### src/hw/rtl/bb3_pkg.sv
// bb3_pkg: shared types and constants for the 3x3 box blur.
// Used by every module of box_blur_3x3_gray; no dependencies.
`default_nettype none

package bb3_pkg;

  localparam int MAX_WIDTH_DEF = 256;

  localparam int FW_W  = 9;
  localparam int FH_W  = 12;
  localparam int PIX_W = 8;
  localparam int COL_W = 8;
  localparam int SUM_W = 12;

  localparam logic [FW_W-1:0] FRAME_WIDTH_RST  = 9'd200;
  localparam logic [FH_W-1:0] FRAME_HEIGHT_RST = 12'd100;

  // configuration register indexes
  localparam logic REG_FRAME_WIDTH  = 1'b0;
  localparam logic REG_FRAME_HEIGHT = 1'b1;

  // divide by nine: (sum * 7282) >> 16 is exact for sum <= 2295
  localparam int               RECIP_W     = 13;
  localparam logic [RECIP_W-1:0] RECIP_NINE = 13'd7282;
  localparam int               RECIP_SHIFT = 16;

  localparam int QUEUE_DEPTH = 4;
  localparam int QUEUE_AW    = $clog2(QUEUE_DEPTH);

  typedef struct packed {
    logic [SUM_W-1:0] sum;
    logic [FH_W-1:0]  row;
    logic [COL_W-1:0] col;
    logic             done;
  } bb3_item_t;

endpackage

`default_nettype wire

### src/hw/rtl/bb3_back.sv
// bb3_back: divides each queued sum by nine and holds the result transaction.
// Depends on bb3_pkg.
`default_nettype none

module bb3_back import bb3_pkg::*; (
  input  wire logic        clk,
  input  wire logic        rst,
  input  wire logic        head_valid,
  input  wire bb3_item_t   head,
  output logic             pop,
  output logic             out_valid,
  input  wire logic        out_stall,
  output logic [PIX_W-1:0] blurred,
  output logic [FH_W-1:0]  center_row,
  output logic [COL_W-1:0] center_column,
  output logic             frame_done
);

  logic [SUM_W+RECIP_W-1:0] prod;

  assign pop  = head_valid && (!out_valid || !out_stall);
  assign prod = head.sum * RECIP_NINE;

  always_ff @(posedge clk) begin
    if (rst) begin
      out_valid <= 1'b0;
    end else if (pop) begin
      out_valid <= 1'b1;
    end else if (!out_stall) begin
      out_valid <= 1'b0;
    end
  end

  always_ff @(posedge clk) begin
    if (pop) begin
      blurred       <= prod[RECIP_SHIFT +: PIX_W];
      center_row    <= head.row;
      center_column <= head.col;
      frame_done    <= head.done;
    end
  end

endmodule

`default_nettype wire

### config.mk
export PLATFORM = sky130hd
export DESIGN_NAME = bb3_back
export DESIGN_NICKNAME = d
export VERILOG_FILES = /design/src/hw/rtl/bb3_pkg.sv /design/src/hw/rtl/bb3_back.sv
export SDC_FILE = /design/constraint.sdc
export NUM_CORES = 1
export LEC_CHECK = 0
export BUFFER_PORTS_ARGS = -buffer_cell sky130_fd_sc_hd__buf_2
export CAP_MARGIN = 20
export CORE_UTILIZATION = 60
export DETAILED_ROUTE_END_ITERATION = 6
export GPL_TIMING_DRIVEN = 0
export PLACE_DENSITY = 0.95
export SLEW_MARGIN = 25
export SYNTH_ARGS = -nofsm -noshare
export SYNTH_HDL_FRONTEND = slang
export SYNTH_SLANG_ARGS = --single-unit
export TNS_END_PERCENT = 5
### constraint.sdc
create_clock -name clk -period 7.8 [get_ports clk]
set_input_delay 0 -clock clk [delete_from_list [all_inputs] [get_ports clk]]
set_output_delay 0 -clock clk [all_outputs]
set_load 0.005 [all_outputs]
==> summary.md <==
| Metric | Value |
|---|---|
| Post-layout util | `0.803` |
| Pwr Total | `1290 uW` |
| VDD IR-drop max | `0.163 mV` |
| Gate power share | `0.699` |
| Root Buffer Master | `clkbuf_8` |
| First-pass GRT wire length | `11400 um` |
| Critical Path, Cell by Cell | `buf_2, inv_1, fa_1, inv_1, ha_1, inv_1, fa_1, inv_1, fa_1, inv_1, fa_1, inv_1, ha_1, a21oi_2, o21a_1, o21ai_1, a311o_2, nor4_2, a211oi_1` |
| Post-synth ARST share | `0` |
| Synth Register Bits | `30` |
| Flop pwr share | `0.187` |
| Clock-pin slew on the worst setup and hold paths | `0.06 ns` |
| Synth Area in Adders | `0.454` |
| R2r setup slk | `6.53 ns` |
| Synth Flop Type | `edfxtp_1` |
| CP required | `7.80 ns` |
| Total grt overflow | `0` |
| Post-CTS sizing | `0` |
| Int Pwr | `687 uW` |
| Highest Clock Rate | `231 MHz` |
| Die area | `5460 sq um` |
| # clock sinks | `30` |
| Port Buffer Count | `67` |
| Syn avg cell area | `11.0 sq um` |
| Crit-path most repeated cell | `inv_1` |
| TNS Setup | `0 ns` |
| Vias in the first global route | `2479` |
| CTS Buf Count | `5` |
| CP Class | `in -> reg` |
| Period utilization | `0.556` |
| TritonCTS clock tree | `built` |
| Buf/Inv on CP | `7` |
| Initial antenna violation count | `0` |
| Sw Share | `0.467` |
| Sequential Area | `891 sq um` |
| Post-Syn Area | `3100 sq um` |
| DR WL/cell | `16.1 um` |
| Final-layout fill cell count | `287` |
| Slew Limit Headroom | `0.684` |
| Max Cap Viol | `0` |
| Yosys top cell area share | `0.281` |
| Rows | `25` |
| Layout cells sized above 1 | `0.219` |
| Yosys warns | `0` |
| Post-CTS setup buffers | `0` |
| Placer Congestion | `0.844` |
| Slew Limit Fails | `0` |
| CP Data Arrival Time | `4.34 ns` |
| Number of nets in the layout | `511` |
| Post-synthesis cell type count | `33` |
| DIE HEIGHT | `73.9 um` |
| Total inserted antenna cells | `0` |
| Psw | `601 uW` |
| Final Hold Viols | `0` |
| DRC Markers | `0` |
| Compound-Gate Fraction of Synth Area | `0.0944` |
| Leak | `0.00199 uW` |
| Final ANT Viol Nets | `0` |
| Status | `complete, no violations` |
| Largest cells by area after synthesis | `edfxtp_1 (28%), ha_1 (27%), fa_1 (19%), inv_1 (7.4%), a21oi_1 (3.1%)` |
| WL final | `7160 um` |
| Sequential share of the synthesized area | `0.287` |
| Iter 0 DRT Violations | `229` |
| Largest family of logic cells by synthesized area | `adder cells` |
| Number of enable flip-flop cells after synthesis | `29` |
| Area growth, synth to finish | `25.5%` |
| Via count | `2384` |
| Top delay family on crit path | `adder cells` |
| Initial core utilization | `0.639` |
| Clk pwr share | `0.114` |
| Synth Net Count | `413` |
| Hold WC Path Type | `in -> reg` |
| Simple-gate share of the synthesized area | `0.0525` |
| First-pass detailed-route iteration total | `4` |
| Worst setup SP type | `input port` |
| GRT Total Usage | `0.281` |
| Clock tree buffer depth | `2` |
| Crit path max fanout | `5` |
| Core Area | `4850 sq um` |
| Worst slew pin tran | `0.469 ns` |
| Chip Width | `73.9 um` |
| Worst path max stage delay | `0.54 ns` |
| # setup viols final | `0` |
| Area of the multi-input gates | `1990 sq um` |
| I/O pins | `68` |
| Slowest-stage cell, CP | `fa_1` |
| Post-synthesis mux area share | `0` |
| Final Skew | `0.00374 ns` |
| Hold_buf cts | `23` |
| Crit. Startpoint | `head[22]` |
| Fin crit period | `4.33 ns` |
| Hold path startpoint | `out_stall` |
| RSZ-0062 raised after global routing | `false` |
| PwrDens | `331 nW/um^2` |
| Post-Layout Cell Count | `446` |
| Final HPWL DP | `5640 um` |
| Largest area contributor in the netlist | `edfxtp_1` |
| Pin count of the biggest net entering global routing | `26` |
| Vias per inst | `5.35` |
| Htree depth | `2` |
| Clk Latency, worst-skew pair | `0.27 ns` |
| Gate Count Post-Synth | `281` |
| CP Capture Type | `flop` |
| Post-Synth XOR/XNOR Area | `0.0367` |
| Worst R2R Start | `out_valid` |
| Inst Count DP | `416` |
## synth_stat cells (2+ instances only)
cell      number
nor2_1         9
nand3_1        2
nand4_1        2
nand2_1       14
fa_1          29
edfxtp_1      29
a21oi_1       19
inv_1         61
nor4_2         2
a21o_1         2
o21ai_1        3
xnor2_1        6
o21a_1         2
o21ai_0       10
ha_1          66
xor2_1         7
nor3_1         2
## through the flow
stage,instance area (sq um),hold slack (ns),setup WS [ns]
3_3_place_gp,3520,0.163,3.29
6_report,3890,0.133,3.47
5_1_grt,3890,0.134,3.28
3_5_place_dp,3560,0.178,3.20
2_1_floorplan,3100,0.0724,3.60
4_1_cts,3890,0.116,3.48
## power groups by stage
stage	Combinational (uW)	Clock, uW	Sequential, uW
floorplan	635	0	248
global placement	821	0	242
detailed placement	866	0	244
CTS	886	146	240
global route	1010	156	243
finish	901	147	240
## cells in the final DEF (no fill, tap or decap), drive strengths merged, types with 3 or more instances in the layout
cell,n
ha,66
xor2,7
o21ai,13
nand4,3
clkbuf,6
inv,61
fa,29
a21o,3
buf,68
nor2,9
edfxtp,29
xnor2,6
a21oi,20
nand2,14
dlygate4sd3,23
## flip-flops by register name, indices dropped and copies added, names as in the netlist
name / flops
center_column: 8
center_row: 12
out_valid: 1
blurred: 8
frame_done: 1
## layout make-up
| cell class | instances | share of cell area |
|---|---|---|
| clock buffer | 5 | 0.0177 |
| multi-input combinational | 189 | 0.511 |
| tap | 67 | 0.0215 |
| buffer | 1 | 0.00129 |
| inverter | 61 | 0.0588 |
| timing repair buffer | 91 | 0.152 |
| clock inverter | 2 | 0.00868 |
| sequential | 30 | 0.229 |
## kinds of logic (layout without fill, tap and decap cells)
family / after synthesis / after routing
compound gates: 48 / 48
xor+xnor: 13 / 13
buf+inv: 62 / 160
fa+ha+maj: 95 / 95
simple gates: 33 / 33
flops: 30 / 30
## routing by layer
metal | track usage | vias to the layer above | wire [um]
met5 | 0 | - | 0
met3 | 0.0219 | 6 | 269
met4 | 0.0620 | 0 | 48
met2 | 0.538 | 87 | 3790
met1 | 0.341 | 1144 | 3050
li1 | - | 1147 | -
## path summary, 6_finish.rpt
path | to | depth (start not counted)
min reg2reg | blurred[0] | 1
max | blurred[6] | 19
max reg2reg | out_valid | 3
min | blurred[0] | 2
Note: power is estimated with default switching activity, not from simulation.
