===== config.mk =====
export PLATFORM = sky130hd
export DESIGN_NAME = bb3_queue
export DESIGN_NICKNAME = d
export VERILOG_FILES = /design/src/hw/rtl/bb3_pkg.sv /design/src/hw/rtl/bb3_queue.sv
export SDC_FILE = /design/constraint.sdc
export NUM_CORES = 1
export LEC_CHECK = 0
export ABC_AREA = 0
export BUFFER_PORTS_ARGS = -buffer_cell sky130_fd_sc_hd__buf_2
export CELL_PAD_IN_SITES_DETAIL_PLACEMENT = 1
export CELL_PAD_IN_SITES_GLOBAL_PLACEMENT = 1
export CORE_MARGIN = 2
export CORE_UTILIZATION = 40
export DETAILED_ROUTE_END_ITERATION = 10
export PLACE_DENSITY_LB_ADDON = 0.1
export RECOVER_POWER = 100
export SYNTH_ARGS = -nofsm -noshare
export SYNTH_HDL_FRONTEND = slang
export SYNTH_SLANG_ARGS = --single-unit

===== constraint.sdc =====
create_clock -name clk -period 2.5 [get_ports clk]
set_input_delay 0 -clock clk [delete_from_list [all_inputs] [get_ports clk]]
set_output_delay 0 -clock clk [all_outputs]
set_load 0.01 [all_outputs]

===== src/hw/rtl/bb3_pkg.sv =====
// bb3_pkg: shared types and constants for the 3x3 box blur.
// Used by every module of box_blur_3x3_gray; no dependencies.
`default_nettype none

package bb3_pkg;

  localparam int MAX_WIDTH_DEF = 256;

  localparam int FW_W  = 9;
  localparam int FH_W  = 12;
  localparam int PIX_W = 8;
  localparam int COL_W = 8;
  localparam int SUM_W = 12;

  localparam logic [FW_W-1:0] FRAME_WIDTH_RST  = 9'd200;
  localparam logic [FH_W-1:0] FRAME_HEIGHT_RST = 12'd100;

  // configuration register indexes
  localparam logic REG_FRAME_WIDTH  = 1'b0;
  localparam logic REG_FRAME_HEIGHT = 1'b1;

  // divide by nine: (sum * 7282) >> 16 is exact for sum <= 2295
  localparam int               RECIP_W     = 13;
  localparam logic [RECIP_W-1:0] RECIP_NINE = 13'd7282;
  localparam int               RECIP_SHIFT = 16;

  localparam int QUEUE_DEPTH = 4;
  localparam int QUEUE_AW    = $clog2(QUEUE_DEPTH);

  typedef struct packed {
    logic [SUM_W-1:0] sum;
    logic [FH_W-1:0]  row;
    logic [COL_W-1:0] col;
    logic             done;
  } bb3_item_t;

endpackage

`default_nettype wire


===== src/hw/rtl/bb3_queue.sv =====
// bb3_queue: short FIFO of pending window sums between front and back.
// Depends on bb3_pkg for the entry type and depth.
`default_nettype none

module bb3_queue import bb3_pkg::*; (
  input  wire logic      clk,
  input  wire logic      rst,
  input  wire logic      push,
  input  wire bb3_item_t push_item,
  output logic           full,
  input  wire logic      pop,
  output logic           head_valid,
  output bb3_item_t      head
);

  bb3_item_t           entries [QUEUE_DEPTH];
  logic [QUEUE_AW-1:0] wr_ptr;
  logic [QUEUE_AW-1:0] rd_ptr;
  logic [QUEUE_AW:0]   count;

  assign full       = (count == (QUEUE_AW+1)'(QUEUE_DEPTH));
  assign head_valid = (count != '0);
  assign head       = entries[rd_ptr];

  always_ff @(posedge clk) begin
    if (rst) begin
      wr_ptr <= '0;
      rd_ptr <= '0;
      count  <= '0;
    end else begin
      if (push) begin
        wr_ptr <= wr_ptr + QUEUE_AW'(1);
      end
      if (pop) begin
        rd_ptr <= rd_ptr + QUEUE_AW'(1);
      end
      if (push && !pop) begin
        count <= count + (QUEUE_AW+1)'(1);
      end else if (pop && !push) begin
        count <= count - (QUEUE_AW+1)'(1);
      end
    end
  end

  always_ff @(posedge clk) begin
    if (push) begin
      entries[wr_ptr] <= push_item;
    end
  end

endmodule

`default_nettype wire


==> results of run 1 <==
[final timing paths]
kind                            slack [ns]        endpoint          start  cells past startpoint
worst max-delay path                  0.37  entries[3][30]      wr_ptr[0]                      3
worst min-delay path                  0.39  entries[0][24]  push_item[24]                      2
worst max register to register        0.37  entries[3][30]      wr_ptr[0]                      3
worst min register to register        0.51        count[2]       count[2]                      2
[per-stage QoR]
| step | total power (W) | utilization |
|---|---|---|
| 2_1_floorplan | 0.00312 | - |
| 3_3_place_gp | 0.00333 | 0.458 |
| 3_5_place_dp | 0.00334 | 0.458 |
| 4_1_cts | 0.00596 | 0.534 |
| 5_1_grt | 0.00607 | 0.526 |
| 6_report | 0.00586 | 0.526 |
[flip-flops by register name, summed over array words and instances, names as in the netlist, named ones only]
name,flops
rd_ptr,2
count,3
wr_ptr,2
entries,132
[worst reg2reg max path: cells and delay by family (launching register included)]
kind / cells / cell delay (ns)
flops: 1 / 0.39
fa+ha+maj: 1 / 0.16
simple gates: 1 / 0.52
buf+inv: 1 / 0.68
[cells in the final DEF (no fill, tap or decap), drive strengths merged]
cell,count
a21oi,1
nand2,1
mux4,33
and2,4
ha,5
clkinv,3
dfxtp,9
clkinvlp,4
nor2,7
edfxtp,132
nor3b,1
inv,8
xnor2,2
xor2,3
dlygate4sd3,36
fa,1
or3,2
o21ai,1
bufinv,3
buf,9
clkbuf,92
mux2i,2
[per-layer routing]
metal  up-vias  global-route usage  part of all wire
li1       1159                   -                 -
met1      1312               0.185              0.41
met2        64               0.259              0.52
met3        22              0.0512             0.044
met4         0              0.0781             0.024
met5         -                   0                 0
[layout make-up]
class | count | area [um^2] | share of cell area
clock inverters | 14 | 184 | 0.0275
well taps | 172 | 215 | 0.0322
repair buffers | 119 | 711 | 0.106
clock buffers | 18 | 429 | 0.0642
flip-flops and latches | 141 | 4150 | 0.620
inverters | 4 | 15.0 | 0.00225
multi-input cells | 63 | 987 | 0.148
[report_power, final]
group          switching (W)  internal (W)
Clock               0.000985       0.00159
Sequential         0.0000645       0.00271
Combinational       0.000260      0.000249
[cell families (layout without fill, tap and decap cells)]
group           Yosys count  in the layout  share of synthesized area
xor+xnor                  5              5                    0.00836
flops                   141            141                      0.791
fa+ha+maj                 6              6                     0.0158
mux                      35             35                      0.148
buf+inv                  13            155                     0.0208
compound gates            2              2                    0.00191
simple gates             15             15                     0.0143
[repair_timing]
| item | CTS | global route |
|---|---|---|
| endpoints found under the hold margin | 141 | 0 |
| setup buffers | 0 | 0 |
| hold buffers | 36 | 0 |
| gates resized for setup | 0 | 0 |
==> results_dict.tcl, run 1 <==
set metrics [dict create \
    outcome "complete, no violations" \
    synth-edff-count 132 \
    worst_slack_ns 0.368 \
    gr-total-overflow 0 \
    clkTransAtPathRegs_ns 0.06 \
    crit_path_end_kind "flip-flop" \
    fin_cells 531 \
    fin_setup_tns_ns 0 \
    max_stage_delay_ns 0.68 \
    clk_latency_ns 0.42 \
    tightest_slew_ns 1.35 \
    peakVddDrop_uv 458 \
    start_util 0.412 \
    n_antenna_cell 0 \
    rsz0062_at_grt "false" \
    p_per_area_nw_per_um2 876 \
    antenna_found_initial 0 \
    drc 0 \
    synth.distinct_cells 21 \
    p_leak_nw 2.18 \
    dp_hpwl_um 6200 \
    finalSetupViolCount 0 \
    core_area_um2 12700 \
    worstPathCellList "ha_1, and2_0, clkbuf_1" \
    max_slew_margin 0.103 \
    syn-cell-area_um2 5240 \
    hold_viol 0 \
    required_ns 2.54 \
    synth_area_leader_cell "edfxtp_1" \
    drive_above_1_share 0.214 \
    cts_tree "built" \
    crit_buf_inv 1 \
    die_w_um 118 \
    worstPathMaxFanout 13 \
    synthTopCellsByArea "edfxtp_1 76%, mux4_2 13%, dfxtp_1 3.4%, mux4_1 1.5%, ha_1 1.2%" \
    finalNetCount 389 \
    holdWs_ns 0.388 \
    synth_common_cells "132 x edfxtp_1, 30 x mux4_2, 9 x dfxtp_1" \
    htree_levels 4 \
    drt_pass1_iterations 4 \
    min_path_type "in2reg" \
    synth_top_area_share 0.757 \
    cts_root_buf "clkbuf_16" \
    wl_per_cell_um 18.7 \
    maxCapViolations 0 \
    dp.cells 463 \
    synth_seq_cells 141 \
    grt_max_degree 28 \
    timing.final.crit_share 0.853 \
    cts_buffers 17 \
    syn_nets 260 \
    gp_congestion 0.742 \
    ys_seq_area_frac 0.791 \
    drt_iter0_drc 177 \
    async_flop_share 0 \
    area_delta_synth_final_pct 27.7 \
    vias 2557 \
    grt.total_usage 0.157 \
    dp_slack_ns 0.781 \
    dpl-instance-area_um2 5830 \
    wl_um 9940 \
    drv_slew 0 \
    yosys_warnings 0 \
    synth_most_common_cell "edfxtp_1" \
    fmax_mhz 469 \
    die_height_um 118 \
    finClkSkew_ns 0.00786 \
    crit_path_top_delay_cell "clkbuf_1" \
    grt_pass1_wl_um 15900 \
    period_minus_slack_ns 2.13 \
    cts_buffer_depth 2 \
    grt_pass1_vias 2830 \
    postRouteAntennaNets 0 \
    fill_cells 1223 \
    synth_cells 217 \
    syn_area_per_cell_um2 24.1 \
    rows 41 \
    vias_per_cell 4.82 \
    ys.flop_type "edfxtp_1" \
    ios 72 \
    critPathKind "reg2reg" \
    cts_sinks 141 \
    crit_arrival_ns 2.17 \
    startpoint_type "flip-flop" \
    numPortBuffers 71 \
    cp_top_family "buffers and inverters" \
    die_area_um2 14000 \
    fin_area_um2 6690 \
]
Note: power is estimated with default switching activity, not from simulation.
==> run 2: changes to the inputs <==
==> constraint.sdc (replaced) <==
create_clock -name clk -period 2.5 [get_ports clk]
set_input_delay 0.125 -clock clk [delete_from_list [all_inputs] [get_ports clk]]
set_output_delay 0.125 -clock clk [all_outputs]
set_load 0.01 [all_outputs]
==> run 2 against run 1 <==
Clock-buffer cell count up 2. Clock skew decreased by 0.0016 ns. Via count fell by 2.0%. Final cell count fell by 1.1%. Sequential share of layout area up 0.82 points. Register-to-register slack got worse by 0.12 ns. First-iteration DRC count fell by 14%. Hold slack worse by 0.35 ns. Global-route usage shrank 0.96 points. Combinational power rose by 1%.
==> results_dict.tcl, run 2 (synthesized netlist as in run 1, its figures left out) <==
set metrics [dict create \
    grt_pass1_vias 2696 \
    n_antenna_cell 0 \
    dp.cells 461 \
    die_height_um 118 \
    worstPathCellList "inv_1, ha_1, and2_0, clkbuf_2" \
    vias_per_cell 4.77 \
    finalNetCount 385 \
    wl_per_cell_um 18.1 \
    max_slew_margin 0.295 \
    die_w_um 118 \
    clk_latency_ns 0.41 \
    startpoint_type "flip-flop" \
    fin_setup_tns_ns 0 \
    cts_setup_buffers 0 \
    cts_buffers 17 \
    crit_path_top_delay_cell "clkbuf_2" \
    rows 41 \
    die_area_um2 14000 \
    clkTransAtPathRegs_ns 0.05 \
    cp_top_family "buffers and inverters" \
    drt_pass1_iterations 5 \
    final_util 0.519 \
    cts_buffer_depth 2 \
    fmax_mhz 445 \
    gp_congestion 0.698 \
    cts_root_buf "clkbuf_16" \
    grt.total_usage 0.147 \
    max_stage_delay_ns 0.75 \
    core_area_um2 12700 \
    p_per_area_nw_per_um2 846 \
    gr-total-overflow 0 \
    largest_reg_flops 132 \
    ios 72 \
    drc 0 \
    hold_viol 0 \
    post_cts_resized 0 \
    drive_above_1_share 0.204 \
    finalSetupViolCount 0 \
    p_leak_nw 2.16 \
    required_ns 2.53 \
    min_path_type "in2reg" \
    cts_sinks 141 \
    postRouteAntennaNets 0 \
    finClkSkew_ns 0.00624 \
    rsz0062_at_grt "false" \
    numPortBuffers 71 \
    tightest_slew_ns 1.06 \
    fill_cells 1214 \
    grt_max_degree 29 \
    reg_top3 "entries x132, count x3" \
    critPathKind "reg2reg" \
    worstPathMaxFanout 25 \
    dp_hpwl_um 5920 \
    drv_slew 0 \
    final_cell_mix "132 x edfxtp_1, 69 x clkbuf_1, 34 x dlygate4sd3_1" \
    outcome "complete, no violations" \
    start_util 0.412 \
    crit_arrival_ns 2.28 \
    wl_um 9480 \
    htree_levels 4 \
    drt_iter0_drc 153 \
    grt_pass1_wl_um 15100 \
    timing.final.crit_share 0.899 \
    largest_register "entries" \
    period_minus_slack_ns 2.25 \
    maxCapViolations 0 \
    vias 2505 \
    cts_tree "built" \
    power_w 0.00559 \
    antenna_found_initial 0 \
    peakVddDrop_uv 477 \
    crit_buf_inv 2 \
    crit_path_end_kind "flip-flop" \
    fin_cells 525 \
    area_delta_synth_final_pct 26.0 \
    final_common_cell "edfxtp_1" \
]
[run 2: tightest hold or removal path, delay by kind of cell]
| family | cells | cell delay [ns] |
|---|---|---|
| xor+xnor | 1 | 0.09 |
| buf+inv | 1 | 0.11 |
| simple gates | 1 | 0.08 |
[run 2: final timing paths]
path	from	depth (start not counted)	slack [ns]	to
min	pop	3	0.03	rd_ptr[0]
min reg2reg	count[2]	2	0.50	count[2]
max reg2reg	wr_ptr[0]	4	0.25	entries[2][28]
max	wr_ptr[0]	4	0.25	entries[2][28]
[run 2: timing repair]
| action | 4_1_cts | 5_1_grt |
|---|---|---|
| hold buffers | 34 | 0 |
| endpoints found under the hold margin | 140 | 0 |
| setup endpoints to repair | 0 | 0 |
[run 2: report_power, final]
part           switching (W)  internal, W  total, W
clock network       0.000865      0.00144   0.00230
registers          0.0000580      0.00271   0.00277
logic               0.000264     0.000251  0.000515
total                0.00119      0.00440   0.00559
[run 2: per-stage QoR]
step                hold slack, ns  area (um^2)  setup WS, ns
global route                0.0719         6600         0.114
global placement             0.339         5840         0.731
detailed placement           0.346         5840         0.731
CTS                         0.0175         6710         0.280
finish                      0.0347         6600         0.253
floorplan                    0.224         5240         0.753
[run 2: layout make-up]
cell class	instances	area, um^2	share of cell area
sequential	141	4150	0.628
multi-input combinational	63	986	0.149
timing repair buffer	115	701	0.106
clock buffer	20	437	0.0662
tap	172	215	0.0326
clock inverter	10	100	0.0152
inverter	4	15.0	0.00227
[run 2: metal layers]
layer	global-route usage	share of wire
met5	0	0
met1	0.190	0.44
met4	0.0670	0.018
met3	0.0449	0.042
met2	0.231	0.50
